### src/rtl/core/wqd_pkg.sv
package wqd_pkg;

    // Built limits of the dispatcher.
    localparam int MAX_QUEUES  = 8;
    localparam int MAX_CAP_LOG = 16;

    // Derived widths.
    localparam int QIDX_W  = $clog2(MAX_QUEUES);
    localparam int QCNT_W  = $clog2(MAX_QUEUES + 1);
    localparam int OCC_W   = MAX_CAP_LOG + 1;

    // Fixed field and register widths.
    localparam int TAG_W    = 16;
    localparam int STATUS_W = 2;
    localparam int ACTIVE_W = 4;
    localparam int CAPLOG_W = 5;
    localparam int CFG_IDX_W = 2;
    localparam int CFG_DATA_W = 5;

    // Operation codes of a request.
    localparam logic OP_SUBMIT   = 1'b0;
    localparam logic OP_COMPLETE = 1'b1;

    // Schedule modes.
    localparam logic MODE_RR = 1'b0;
    localparam logic MODE_LL = 1'b1;

    // Result status codes.
    localparam logic [STATUS_W-1:0] STAT_PLACED   = 2'd0;
    localparam logic [STATUS_W-1:0] STAT_REJECTED = 2'd1;
    localparam logic [STATUS_W-1:0] STAT_TAKEN    = 2'd2;
    localparam logic [STATUS_W-1:0] STAT_IGNORED  = 2'd3;

    // Configuration register indexes.
    localparam logic [CFG_IDX_W-1:0] CFG_MODE   = 2'd0;
    localparam logic [CFG_IDX_W-1:0] CFG_ACTIVE = 2'd1;
    localparam logic [CFG_IDX_W-1:0] CFG_CAPLOG = 2'd2;

    // Sequencer states.
    typedef enum logic [1:0] {
        S_IDLE,
        S_SCAN,
        S_COMPL,
        S_DONE
    } wqd_state_t;

    // Count update command to the occupancy store.
    typedef struct packed {
        logic              en;
        logic              inc;
        logic [QIDX_W-1:0] idx;
    } wqd_upd_t;

endpackage

### src/rtl/core/wqd_occ.sv
module wqd_occ
    import wqd_pkg::*;
(
    input  logic              clk,
    input  logic              rst_n,
    input  logic [QIDX_W-1:0] rd_idx,
    output logic [OCC_W-1:0]  rd_data,
    input  wqd_upd_t          upd
);

    logic [OCC_W-1:0] occ_reg [MAX_QUEUES];

    // One count is read per cycle for the shared comparator.
    assign rd_data = occ_reg[rd_idx];

    // Counts step up on a placed task and down on a taken completion.
    always_ff @(posedge clk or negedge rst_n)
    begin
        if (!rst_n)
        begin
            for (int i = 0; i < MAX_QUEUES; i++)
            begin
                occ_reg[i] <= '0;
            end
        end
        else if (upd.en)
        begin
            if (upd.inc)
            begin
                occ_reg[upd.idx] <= occ_reg[upd.idx] + OCC_W'(1);
            end
            else
            begin
                occ_reg[upd.idx] <= occ_reg[upd.idx] - OCC_W'(1);
            end
        end
    end

endmodule

### src/rtl/core/worker_queue_dispatcher.sv
// Channel   Direction  Handshake            Payload
// input     in         in_valid / in_stall  op, queue_index, task_tag
// output    out        out_valid / out_stall status, chosen_queue, tag_out
// config    in         cfg_we               cfg_index, cfg_data
//
// A submit is accepted, then the shared count comparator visits the queues
// in turn (up to the active queue count), then the result is posted. A
// completion is accepted, checks its queue's count and then posts its result.
// Reset clears all counts, the round-robin pointer and the output valid flag.
// A new request is taken while an earlier result still waits in the output
// register; the sequencer holds its result until that register is free.
module worker_queue_dispatcher
    import wqd_pkg::*;
(
    input  logic                  clk,
    input  logic                  rst_n,
    input  logic                  in_valid,
    output logic                  in_stall,
    input  logic                  op,
    input  logic [2:0]            queue_index,
    input  logic [TAG_W-1:0]      task_tag,
    output logic                  out_valid,
    input  logic                  out_stall,
    output logic [STATUS_W-1:0]   status,
    output logic [2:0]            chosen_queue,
    output logic [TAG_W-1:0]      tag_out,
    input  logic                  cfg_we,
    input  logic [CFG_IDX_W-1:0]  cfg_index,
    input  logic [CFG_DATA_W-1:0] cfg_data
);

    // Configuration registers.
    logic                mode_reg;
    logic [ACTIVE_W-1:0] active_reg;
    logic [CAPLOG_W-1:0] caplog_reg;

    // Sequencer state.
    wqd_state_t          state_reg, state_next;
    logic [QIDX_W-1:0]   q_reg, q_next;
    logic [QCNT_W-1:0]   k_reg, k_next;
    logic [QIDX_W-1:0]   start_reg, start_next;
    logic [QIDX_W-1:0]   best_reg, best_next;
    logic [OCC_W-1:0]    best_cnt_reg, best_cnt_next;
    logic [QIDX_W-1:0]   ptr_reg, ptr_next;
    logic                op_reg, op_next;

    // Pending result and its count update.
    logic [STATUS_W-1:0] res_status_reg, res_status_next;
    logic [QIDX_W-1:0]   res_queue_reg, res_queue_next;
    logic [TAG_W-1:0]    res_tag_reg, res_tag_next;
    logic                res_upd_reg, res_upd_next;
    logic                res_inc_reg, res_inc_next;

    // Output register.
    logic                out_valid_reg, out_valid_next;
    logic [STATUS_W-1:0] status_reg, status_next;
    logic [QIDX_W-1:0]   chosen_reg, chosen_next;
    logic [TAG_W-1:0]    tag_out_reg, tag_out_next;

    // Derived values.
    logic [QCNT_W-1:0]   n_active;
    logic [CAPLOG_W-1:0] cap_log;
    logic [OCC_W-1:0]    cap_val;
    logic [OCC_W-1:0]    rd_data;
    logic                is_full;
    logic                last_step;
    logic [QIDX_W-1:0]   q_wrap;
    logic [QIDX_W-1:0]   scan_start;
    logic [QIDX_W-1:0]   cand_best;
    logic [OCC_W-1:0]    cand_cnt;
    logic                out_free;
    wqd_upd_t            upd;

    // Configuration writes; unknown indexes are dropped.
    always_ff @(posedge clk or negedge rst_n)
    begin
        if (!rst_n)
        begin
            mode_reg   <= MODE_RR;
            active_reg <= ACTIVE_W'(1);
            caplog_reg <= CAPLOG_W'(10);
        end
        else if (cfg_we)
        begin
            case (cfg_index)
                CFG_MODE:   mode_reg   <= cfg_data[0];
                CFG_ACTIVE: active_reg <= cfg_data[ACTIVE_W-1:0];
                CFG_CAPLOG: caplog_reg <= cfg_data[CAPLOG_W-1:0];
                default:    ;
            endcase
        end
    end

    // Clamp the active count and the capacity to the built limits.
    always_comb
    begin
        if (active_reg == '0)
        begin
            n_active = QCNT_W'(1);
        end
        else if (active_reg > ACTIVE_W'(MAX_QUEUES))
        begin
            n_active = QCNT_W'(MAX_QUEUES);
        end
        else
        begin
            n_active = QCNT_W'(active_reg);
        end
        if (caplog_reg == '0)
        begin
            cap_log = CAPLOG_W'(1);
        end
        else if (caplog_reg > CAPLOG_W'(MAX_CAP_LOG))
        begin
            cap_log = CAPLOG_W'(MAX_CAP_LOG);
        end
        else
        begin
            cap_log = caplog_reg;
        end
    end

    assign cap_val = OCC_W'(1) << cap_log;

    // Occupancy counts, read at the current scan or completion queue index.
    wqd_occ u_occ (
        .clk     (clk),
        .rst_n   (rst_n),
        .rd_idx  (q_reg),
        .rd_data (rd_data),
        .upd     (upd)
    );

    // Shared comparator path and scan helpers.
    assign is_full    = (rd_data >= cap_val);
    assign last_step  = (k_reg == n_active - QCNT_W'(1));
    assign q_wrap     = ((QCNT_W'(q_reg) + QCNT_W'(1)) == n_active) ?
                        '0 : q_reg + QIDX_W'(1);
    assign scan_start = (QCNT_W'(ptr_reg) < n_active) ? ptr_reg : '0;
    assign out_free   = !out_valid_reg || !out_stall;

    // Running minimum for least-loaded mode.
    always_comb
    begin
        if ((k_reg == '0) || (rd_data < best_cnt_reg))
        begin
            cand_best = q_reg;
            cand_cnt  = rd_data;
        end
        else
        begin
            cand_best = best_reg;
            cand_cnt  = best_cnt_reg;
        end
    end

    // Sequencer next state and outputs.
    always_comb
    begin
        state_next      = state_reg;
        q_next          = q_reg;
        k_next          = k_reg;
        start_next      = start_reg;
        best_next       = best_reg;
        best_cnt_next   = best_cnt_reg;
        ptr_next        = ptr_reg;
        op_next         = op_reg;
        res_status_next = res_status_reg;
        res_queue_next  = res_queue_reg;
        res_tag_next    = res_tag_reg;
        res_upd_next    = res_upd_reg;
        res_inc_next    = res_inc_reg;
        out_valid_next  = out_valid_reg && out_stall;
        status_next     = status_reg;
        chosen_next     = chosen_reg;
        tag_out_next    = tag_out_reg;
        upd             = '{en: 1'b0, inc: res_inc_reg, idx: res_queue_reg};
        in_stall        = (state_reg != S_IDLE);

        case (state_reg)
            S_IDLE:
            begin
                if (in_valid)
                begin
                    op_next = op;
                    k_next  = '0;
                    if (op == OP_COMPLETE)
                    begin
                        q_next       = queue_index;
                        res_tag_next = '0;
                        state_next   = S_COMPL;
                    end
                    else
                    begin
                        res_tag_next = task_tag;
                        start_next   = scan_start;
                        q_next       = (mode_reg == MODE_RR) ? scan_start : '0;
                        state_next   = S_SCAN;
                    end
                end
            end

            S_SCAN:
            begin
                if (mode_reg == MODE_RR)
                begin
                    // First queue from the pointer onward that has room.
                    if (!is_full)
                    begin
                        res_status_next = STAT_PLACED;
                        res_queue_next  = q_reg;
                        res_upd_next    = 1'b1;
                        res_inc_next    = 1'b1;
                        ptr_next        = q_wrap;
                        state_next      = S_DONE;
                    end
                    else if (last_step)
                    begin
                        res_status_next = STAT_REJECTED;
                        res_queue_next  = '0;
                        res_upd_next    = 1'b0;
                        ptr_next        = start_reg;
                        state_next      = S_DONE;
                    end
                    else
                    begin
                        q_next = q_wrap;
                        k_next = k_reg + QCNT_W'(1);
                    end
                end
                else
                begin
                    // An empty queue wins at once; otherwise keep the minimum.
                    if (rd_data == '0)
                    begin
                        res_status_next = STAT_PLACED;
                        res_queue_next  = q_reg;
                        res_upd_next    = 1'b1;
                        res_inc_next    = 1'b1;
                        state_next      = S_DONE;
                    end
                    else if (last_step)
                    begin
                        if (cand_cnt >= cap_val)
                        begin
                            res_status_next = STAT_REJECTED;
                            res_queue_next  = '0;
                            res_upd_next    = 1'b0;
                        end
                        else
                        begin
                            res_status_next = STAT_PLACED;
                            res_queue_next  = cand_best;
                            res_upd_next    = 1'b1;
                            res_inc_next    = 1'b1;
                        end
                        state_next = S_DONE;
                    end
                    else
                    begin
                        best_next     = cand_best;
                        best_cnt_next = cand_cnt;
                        q_next        = q_reg + QIDX_W'(1);
                        k_next        = k_reg + QCNT_W'(1);
                    end
                end
            end

            S_COMPL:
            begin
                // A completion counts only for an active, nonempty queue.
                res_queue_next = q_reg;
                res_inc_next   = 1'b0;
                if ((QCNT_W'(q_reg) < n_active) && (rd_data != '0))
                begin
                    res_status_next = STAT_TAKEN;
                    res_upd_next    = 1'b1;
                end
                else
                begin
                    res_status_next = STAT_IGNORED;
                    res_upd_next    = 1'b0;
                end
                state_next = S_DONE;
            end

            S_DONE:
            begin
                // Post the result and apply the count change together.
                if (out_free)
                begin
                    out_valid_next = 1'b1;
                    status_next    = res_status_reg;
                    chosen_next    = res_queue_reg;
                    tag_out_next   = res_tag_reg;
                    upd.en         = res_upd_reg;
                    state_next     = S_IDLE;
                end
            end

            default:
            begin
                state_next = S_IDLE;
            end
        endcase
    end

    // Control registers.
    always_ff @(posedge clk or negedge rst_n)
    begin
        if (!rst_n)
        begin
            state_reg     <= S_IDLE;
            ptr_reg       <= '0;
            out_valid_reg <= 1'b0;
        end
        else
        begin
            state_reg     <= state_next;
            ptr_reg       <= ptr_next;
            out_valid_reg <= out_valid_next;
        end
    end

    // Datapath registers.
    always_ff @(posedge clk)
    begin
        q_reg          <= q_next;
        k_reg          <= k_next;
        start_reg      <= start_next;
        best_reg       <= best_next;
        best_cnt_reg   <= best_cnt_next;
        op_reg         <= op_next;
        res_status_reg <= res_status_next;
        res_queue_reg  <= res_queue_next;
        res_tag_reg    <= res_tag_next;
        res_upd_reg    <= res_upd_next;
        res_inc_reg    <= res_inc_next;
        status_reg     <= status_next;
        chosen_reg     <= chosen_next;
        tag_out_reg    <= tag_out_next;
    end

    assign out_valid    = out_valid_reg;
    assign status       = status_reg;
    assign chosen_queue = chosen_reg;
    assign tag_out      = tag_out_reg;

    // A new result only appears after the sequencer finished a request.
    assert property (@(posedge clk) disable iff (!rst_n)
        $rose(out_valid) |-> $past(state_reg == S_DONE))
        else $error("result posted outside the done state");

    // The scan never visits more queues than are active.
    assert property (@(posedge clk) disable iff (!rst_n)
        (state_reg == S_SCAN) |-> (k_reg < n_active))
        else $error("scan counter ran past the active queues");

    // A placed task always lands in an active queue.
    assert property (@(posedge clk) disable iff (!rst_n)
        (out_valid && (status == STAT_PLACED)) |-> (QCNT_W'(chosen_queue) < n_active))
        else $error("task placed in an inactive queue");

    // Submit results carry a status of their own kind.
    assert property (@(posedge clk) disable iff (!rst_n)
        (state_reg == S_DONE && op_reg == OP_SUBMIT) |->
        (res_status_reg == STAT_PLACED || res_status_reg == STAT_REJECTED))
        else $error("submit finished with a completion status");

endmodule
### config.mk
export PLATFORM = sky130hd
export DESIGN_NAME = worker_queue_dispatcher
export DESIGN_NICKNAME = d
export VERILOG_FILES = /design/src/rtl/core/wqd_pkg.sv /design/src/rtl/core/wqd_occ.sv /design/src/rtl/core/worker_queue_dispatcher.sv
export SDC_FILE = /design/constraint.sdc
export NUM_CORES = 1
export LEC_CHECK = 0
export BUFFER_PORTS_ARGS = -buffer_cell sky130_fd_sc_hd__buf_2
export CAP_MARGIN = 20
export CORE_ASPECT_RATIO = 1.75
export CORE_UTILIZATION = 40
export CTS_CLUSTER_SIZE = 30
export DETAILED_ROUTE_END_ITERATION = 10
export PLACE_DENSITY = 0.65
export SLEW_MARGIN = 15
export SYNTH_ARGS = -nofsm -noshare
export SYNTH_HDL_FRONTEND = slang
export SYNTH_HIERARCHICAL = 1
export SYNTH_SLANG_ARGS = --single-unit
### constraint.sdc
create_clock -name clk -period 6.8 [get_ports clk]
set_input_delay 0.34 -clock clk [delete_from_list [all_inputs] [get_ports clk]]
set_output_delay 0.34 -clock clk [all_outputs]
set_load 0.1 [all_outputs]
[Word-level counts from Yosys, hierarchy flattened]
Index checks and enable logic that the tools add are counted.
Word-level totals
  flip-flop bits (word level): 226
  input port bits: 32
  output and inout port bits: 23
  word-level logic and storage cells: 174
Cells by class
  $add $sub $neg: 6
  magnitude comparators: 10
  equality and inequality tests: 17
  shift-type cells: 1
  mux-type cells: 77
  bitwise operators: 6
  reductions and logical operators: 30
Operator list (number)
  $bwmux W136: 2
  $mux W136: 1
  $bmux W17 S3: 2
  $mux W17: 6
  $mux W3: 19
  $demux W17 S3: 1
  $ge A17 B17 Y1: 2
  $mux W4: 7
  $mux W2: 12
  $mux W1: 18
  $add A17 B1 Y17 const B: 1
  $logic_not A17 Y1: 1
  $lt A17 B17 Y1: 1
  $reduce_bool A17 Y1: 1
  $shl A1 B5 Y17 const A: 1
  $sub A17 B1 Y17 const B: 1
  $ne A4 B4 Y1 const B: 3
  $pmux W3 S2: 2
  $reduce_and A2 Y1: 6
  $reduce_and A4 Y1: 3
  $mux W5: 2
  $ne A3 B3 Y1 const B: 3
  $reduce_and A3 Y1: 3
  $eq A4 B4 Y1: 2
  other kinds (27): 47

[Logic depth before layout (Yosys ltp)]
  depth in word-level cells: 13
  mapped depth: 19

[By module]
Netlist, hierarchy kept.
Modules (own cells, without submodules)
  wqd_occ: times used 1, cells an instance 695, area an instance 7633.6 um^2
  worker_queue_dispatcher: times used 1, cells an instance 462, area an instance 5367.6 um^2

[Worst setup path after synthesis]
No wires, ideal clock.
  kind: flip-flop to flip-flop
  start: register q_reg[0]
  end: register res_inc_reg (enable)
  library setup time: 0.298 ns
  data arrival time: 5.223 ns
  required time: 6.502 ns
  setup slack: 1.278 ns
  cell stages (with the launch flop): 19
  path buffers: 3
  clock period less this slack: 5.522 ns
  cell sequence: edfxtp_1 clkbuf_1 buf_1 mux4_2 mux2_2 ha_1 and3_1 o2111a_1 a21boi_0 o32ai_2 buf_4 mux2_2 ha_1 a21o_1 a221o_1 a221oi_2 inv_1 o311a_1 nor2_1
Between the ends
  longest elaborated chain between the ends: 10
  elaborated cells between the ends (all ways): 14
  classes of those cells: 3 x order compare; 3 x eq/ne; 4 x mux; 1 x bitwise; 3 x reduce/logical
RTL lines
  from (decl): line worker_queue_dispatcher.sv:39  | logic [QIDX_W-1:0] q_reg, q_next;
  from (signal assigned): line worker_queue_dispatcher.sv:328  | q_reg <= q_next;
  $not A3 Y4 (not written as such): line wqd_occ.sv:14  | assign rd_data = occ_reg[rd_idx];
  $bmux W17 S3: line wqd_occ.sv:14
  $mux W17 (not written as such) (2 in series): line wqd_occ.sv:14
  via rd_data[8]: line worker_queue_dispatcher.sv:64  | logic [OCC_W-1:0] rd_data;
  $lt A17 B17 Y1: line worker_queue_dispatcher.sv:145  | if ((k_reg == '0) || (rd_data < best_cnt_reg))
  $logic_or A1 B1 Y1: line worker_queue_dispatcher.sv:145
  $mux W17: line worker_queue_dispatcher.sv:145
  via cand_cnt[10]: line worker_queue_dispatcher.sv:70  | logic [OCC_W-1:0] cand_cnt;
  $ge A17 B17 Y1: line worker_queue_dispatcher.sv:244  | if (cand_cnt >= cap_val)
  $ne A4 B4 Y1 (no line)
  $reduce_and A4 Y1 (no line)
  to (signal assigned): line worker_queue_dispatcher.sv:338  | res_inc_reg <= res_inc_next;
  to (decl): line worker_queue_dispatcher.sv:52  | logic res_inc_reg, res_inc_next;
The timed path passes the listed nets, and every way through them passes these cells. The select of a mux whose other input is x is not followed.
A chain may end at the register's enable or synchronous reset.

[Final worst setup path]
  start: register q_reg[0]
  end: register res_queue_reg[1] (data pin)
Between the ends
  longest elaborated chain between the ends: 13
  elaborated cells between the ends (all ways): 17
  classes of those cells: 3 x order compare; 11 x mux; 1 x bitwise; 2 x reduce/logical
RTL lines
  $not A3 Y4 (not written as such): line wqd_occ.sv:14
  $bmux W17 S3: line wqd_occ.sv:14
  $mux W17 (not written as such) (2 in series): line wqd_occ.sv:14
  via rd_data[16]: line worker_queue_dispatcher.sv:64
  $lt A17 B17 Y1: line worker_queue_dispatcher.sv:145
  $logic_or A1 B1 Y1: line worker_queue_dispatcher.sv:145
  $mux W17: line worker_queue_dispatcher.sv:145
  via cand_cnt[10]: line worker_queue_dispatcher.sv:70
  $ge A17 B17 Y1: line worker_queue_dispatcher.sv:244
  $mux W3: line worker_queue_dispatcher.sv:244
  $mux W3: line worker_queue_dispatcher.sv:242  | else if (last_step)
  $mux W3: line worker_queue_dispatcher.sv:234  | if (rd_data == '0)
  $mux W3: line worker_queue_dispatcher.sv:205  | if (mode_reg == MODE_RR)
  $pmux W3 S2: line worker_queue_dispatcher.sv:180  | case (state_reg)
  via res_queue_next[1]: line worker_queue_dispatcher.sv:49  | logic [QIDX_W-1:0] res_queue_reg, res_queue_next;
  to (signal assigned): line worker_queue_dispatcher.sv:335  | res_queue_reg <= res_queue_next;
  to (decl): line worker_queue_dispatcher.sv:49
The timed path passes the listed nets, and every way through them passes these cells. The select of a mux whose other input is x is not followed.

==> results.py <==
metrics = {
    "clocking": {
        "post_cts_resized": 0,
        "clock-sinks": 226,
        "clk_pin_slew_ps": 70,
        "cts_htree_levels": 1,
        "cts_setup_buffers": 0,
        "cts_tree": "done",
        "hold_buffers": 1,
        "numCtsBuffers": 22,
        "insertion_delay_ps": 530,
        "clockBufferDepth": 3,
        "cts-root-buf": "clkbuf_16",
    },
    "setup_path": {
        "path_cells": "buf_4 -> mux4_2 -> mux2_2 -> ha_1 -> nand2_1 -> or3_1 -> o32ai_4 -> buf_4 -> mux2_2 -> ha_1 -> a21o_1 -> a221o_1 -> a221oi_2 -> and4bb_2 -> nand3_1 -> o211ai_1",
        "cp-start-kind": "flip-flop",
        "crit_path_end_kind": "flip-flop",
        "r2r_end": "res_queue_reg[1]",
        "rr_startpoint": "q_reg[0]",
        "cpMaxStageDelayCell": "edfxtp_1",
        "rr_worst_depth": 16,
        "critPathKind": "reg2reg",
        "cp_max_fo": 12,
        "critical-path-max-stage-delay_ps": 800,
        "cp.arrival_ps": 6280,
        "reg2reg_slack_ps": 880,
        "worstPathRequired_ps": 7150,
    },
    "placed_design": {
        "dp.cells": 1571,
        "gp_congestion": 0.915,
        "dp_hpwl_um": 24700,
        "port_buffers": 54,
        "post_dp_cell_area_um2": 13700,
    },
    "layout": {
        "layout_commonest_cell": "nand2_1",
        "syn_to_final_growth_pct": 11.0,
        "final_cell_mix": "172 x nand2_1, 149 x dfrtp_1, 138 x o21ai_0, 74 x edfxtp_1, 65 x ha_1",
        "nets": 1294,
        "final_cells": 1612,
        "largest_reg_flops": 128,
        "stdcell_area_um2": 14400,
        "diodes": 0,
        "layout-drive-gt1-share_pct": 20.5,
    },
    "synth": {
        "async_reset_ff_share_pct": 67.3,
        "synth-main-ff-cell": "dfrtp_1",
        "yosys.cell_types.count": 78,
        "syn_area_um2": 13000,
        "synth_edf_count": 74,
        "syn_area_per_cell_um2": 11.2,
        "syn-instance-count": 1157,
        "ys_ff_latch": 226,
        "seq_area_frac_synth_pct": 46.4,
        "yosysWarnings": 6,
    },
    "power": {
        "internal_power_mw": 4.39,
        "switchingPower_mw": 3.63,
        "pwr-share-seq_pct": 30.2,
        "power_leakage_nw": 6.00,
        "power.share.clock_pct": 15.6,
        "max-vdd-ir-drop_mv": 0.179,
        "powerDensity_nw_per_um2": 556,
        "power_frac_comb_pct": 54.2,
        "p_sw_share_pct": 45.2,
    },
    "sta": {
        "rsz0062_at_grt": "false",
        "slew_viol_final": 0,
        "maxSlewHeadroom_pct": 34.3,
        "setup-tns-final_ps": 0,
        "finalSetupViolCount": 0,
        "max_freq_mhz": 169,
        "period_share_pct": 87.1,
        "holdWs_ps": 57.7,
        "period_minus_slack_ps": 5920,
        "skew_ps": 11.3,
        "worst_slew_pin_slew_ps": 985,
        "hold_viol_final": 0,
    },
    "run_status": {
        "status": "complete, but fails checks",
        "violations": "DRC",
    },
    "drt": {
        "routed_via_density": 5.82,
        "avgRoutedWirePerCell_um": 20.9,
        "drt_iter0_drc": 602,
        "via_count": 9374,
        "firstDrtPassIters": 8,
        "antenna_left": 0,
        "drt-total-wl_um": 33700,
        "drc": 26,
    },
    "global_routing": {
        "grt_pass1_wl_um": 54300,
        "grt-ovfl-total": 0,
        "groute.usage.overall_pct": 21.0,
        "first_global_vias": 9725,
        "grt_max_degree": 82,
        "antenna_found_initial": 0,
    },
    "hold_path": {
        "hold_depth": 2,
        "min_path_type": "in2reg",
        "min_from": "cfg_data[4]",
        "holdPathEnd": "caplog_reg[4]",
    },
    "floorplanning": {
        "dieWidth_um": 138,
        "fp.dieH_um": 240,
        "coreArea_um2": 32100,
        "row_count": 87,
        "io_pins": 55,
        "initial_utilization_pct": 40.5,
        "dieArea_um2": 33300,
    },
    "run": {
        "cap_violations": 0,
    },
}
[how the worst max path moves through the flow]
stage | startpoint | to | slack, ps | cells after the start
floorplan | q_reg[0] | res_inc_reg | 1280 | 18
global placement | q_reg[0] | res_inc_reg | 980 | 16
detailed placement | q_reg[0] | res_inc_reg | 860 | 16
CTS | q_reg[0] | res_queue_reg[1] | 840 | 16
global route | q_reg[0] | res_status_reg[0] | 420 | 16
finish | q_reg[0] | res_queue_reg[1] | 880 | 16
[critical path: cells and delay by family, from the launching register on]
kind	cells	cell delay, ps
muxes	3	1200
DFF	1	800
buffers and inverters	2	610
and+or+nand+nor	4	910
adders and majority gates	2	620
AOI/OAI and AO/OA	5	1590
[metrics by stage]
stage               total power, mW  worst slack (ps)  utilization [%]
floorplan                      5.55              1280                -
global placement               6.65               981             42.6
detailed placement             6.75               858             42.6
CTS                            8.04               837             44.9
global route                   8.62               421             45.0
finish                         8.02               876             45.0
[metal layers]
layer	vias up	wire (um)	global-route usage, %	part of all wire (%)
li1	4374	-	-	-
met1	4604	12400	22.3	37
met2	283	18000	40.2	54
met3	113	1250	2.21	3.7
met4	0	1940	12.7	5.8
met5	-	0	0	0
[cell type report]
type                       count  area, um2
sequential                   226       6030
timing repair buffer          79        499
tap                          400        500
fill                        2960      17700
multi-input combinational    831       6540
clock buffer                  31        651
inverter                      37        139
clock inverter                 8       75.1
[synthesized netlist by cell type, types with 11 or more instances]
master	n	area, um2
inv_1	37	139
nor3_1	13	65.1
mux2i_1	11	110
nand2b_1	15	93.8
xnor2_1	12	105
nand2_1	172	646
edfxtp_1	74	2220
a21oi_1	33	165
nor2b_1	25	156
ha_1	65	813
clkbuf_1	43	161
mux2_2	55	619
nand3_1	26	130
mux4_2	58	1310
nor2_1	26	97.6
dfrtp_1	149	3730
nand4_1	17	106
o21ai_0	138	691
[power groups by stage]
stage / logic [mW] / clock network (mW) / registers, mW
3_3_place_gp: 4.23 / 0 / 2.42
3_5_place_dp: 4.31 / 0 / 2.44
6_report: 4.35 / 1.25 / 2.42
4_1_cts: 4.34 / 1.28 / 2.42
2_1_floorplan: 3.12 / 0 / 2.43
5_1_grt: 4.79 / 1.34 / 2.49
[logic make-up (layout without fill, tap and decap cells)]
logic type | Yosys count | count (layout) | share of synthesized area [%]
flip-flops | 226 | 226 | 46.4
buffers and inverters | 101 | 155 | 3.45
AND/OR/NAND/NOR | 355 | 355 | 13.4
XOR/XNOR | 23 | 23 | 1.61
multiplexers | 132 | 132 | 17.1
other | 1 | 2 | 0.0288
AO/OA/AOI/OAI | 254 | 254 | 11.8
adder cells (fa/ha/maj) | 65 | 65 | 6.26
(Power assumes the default switching activity.)
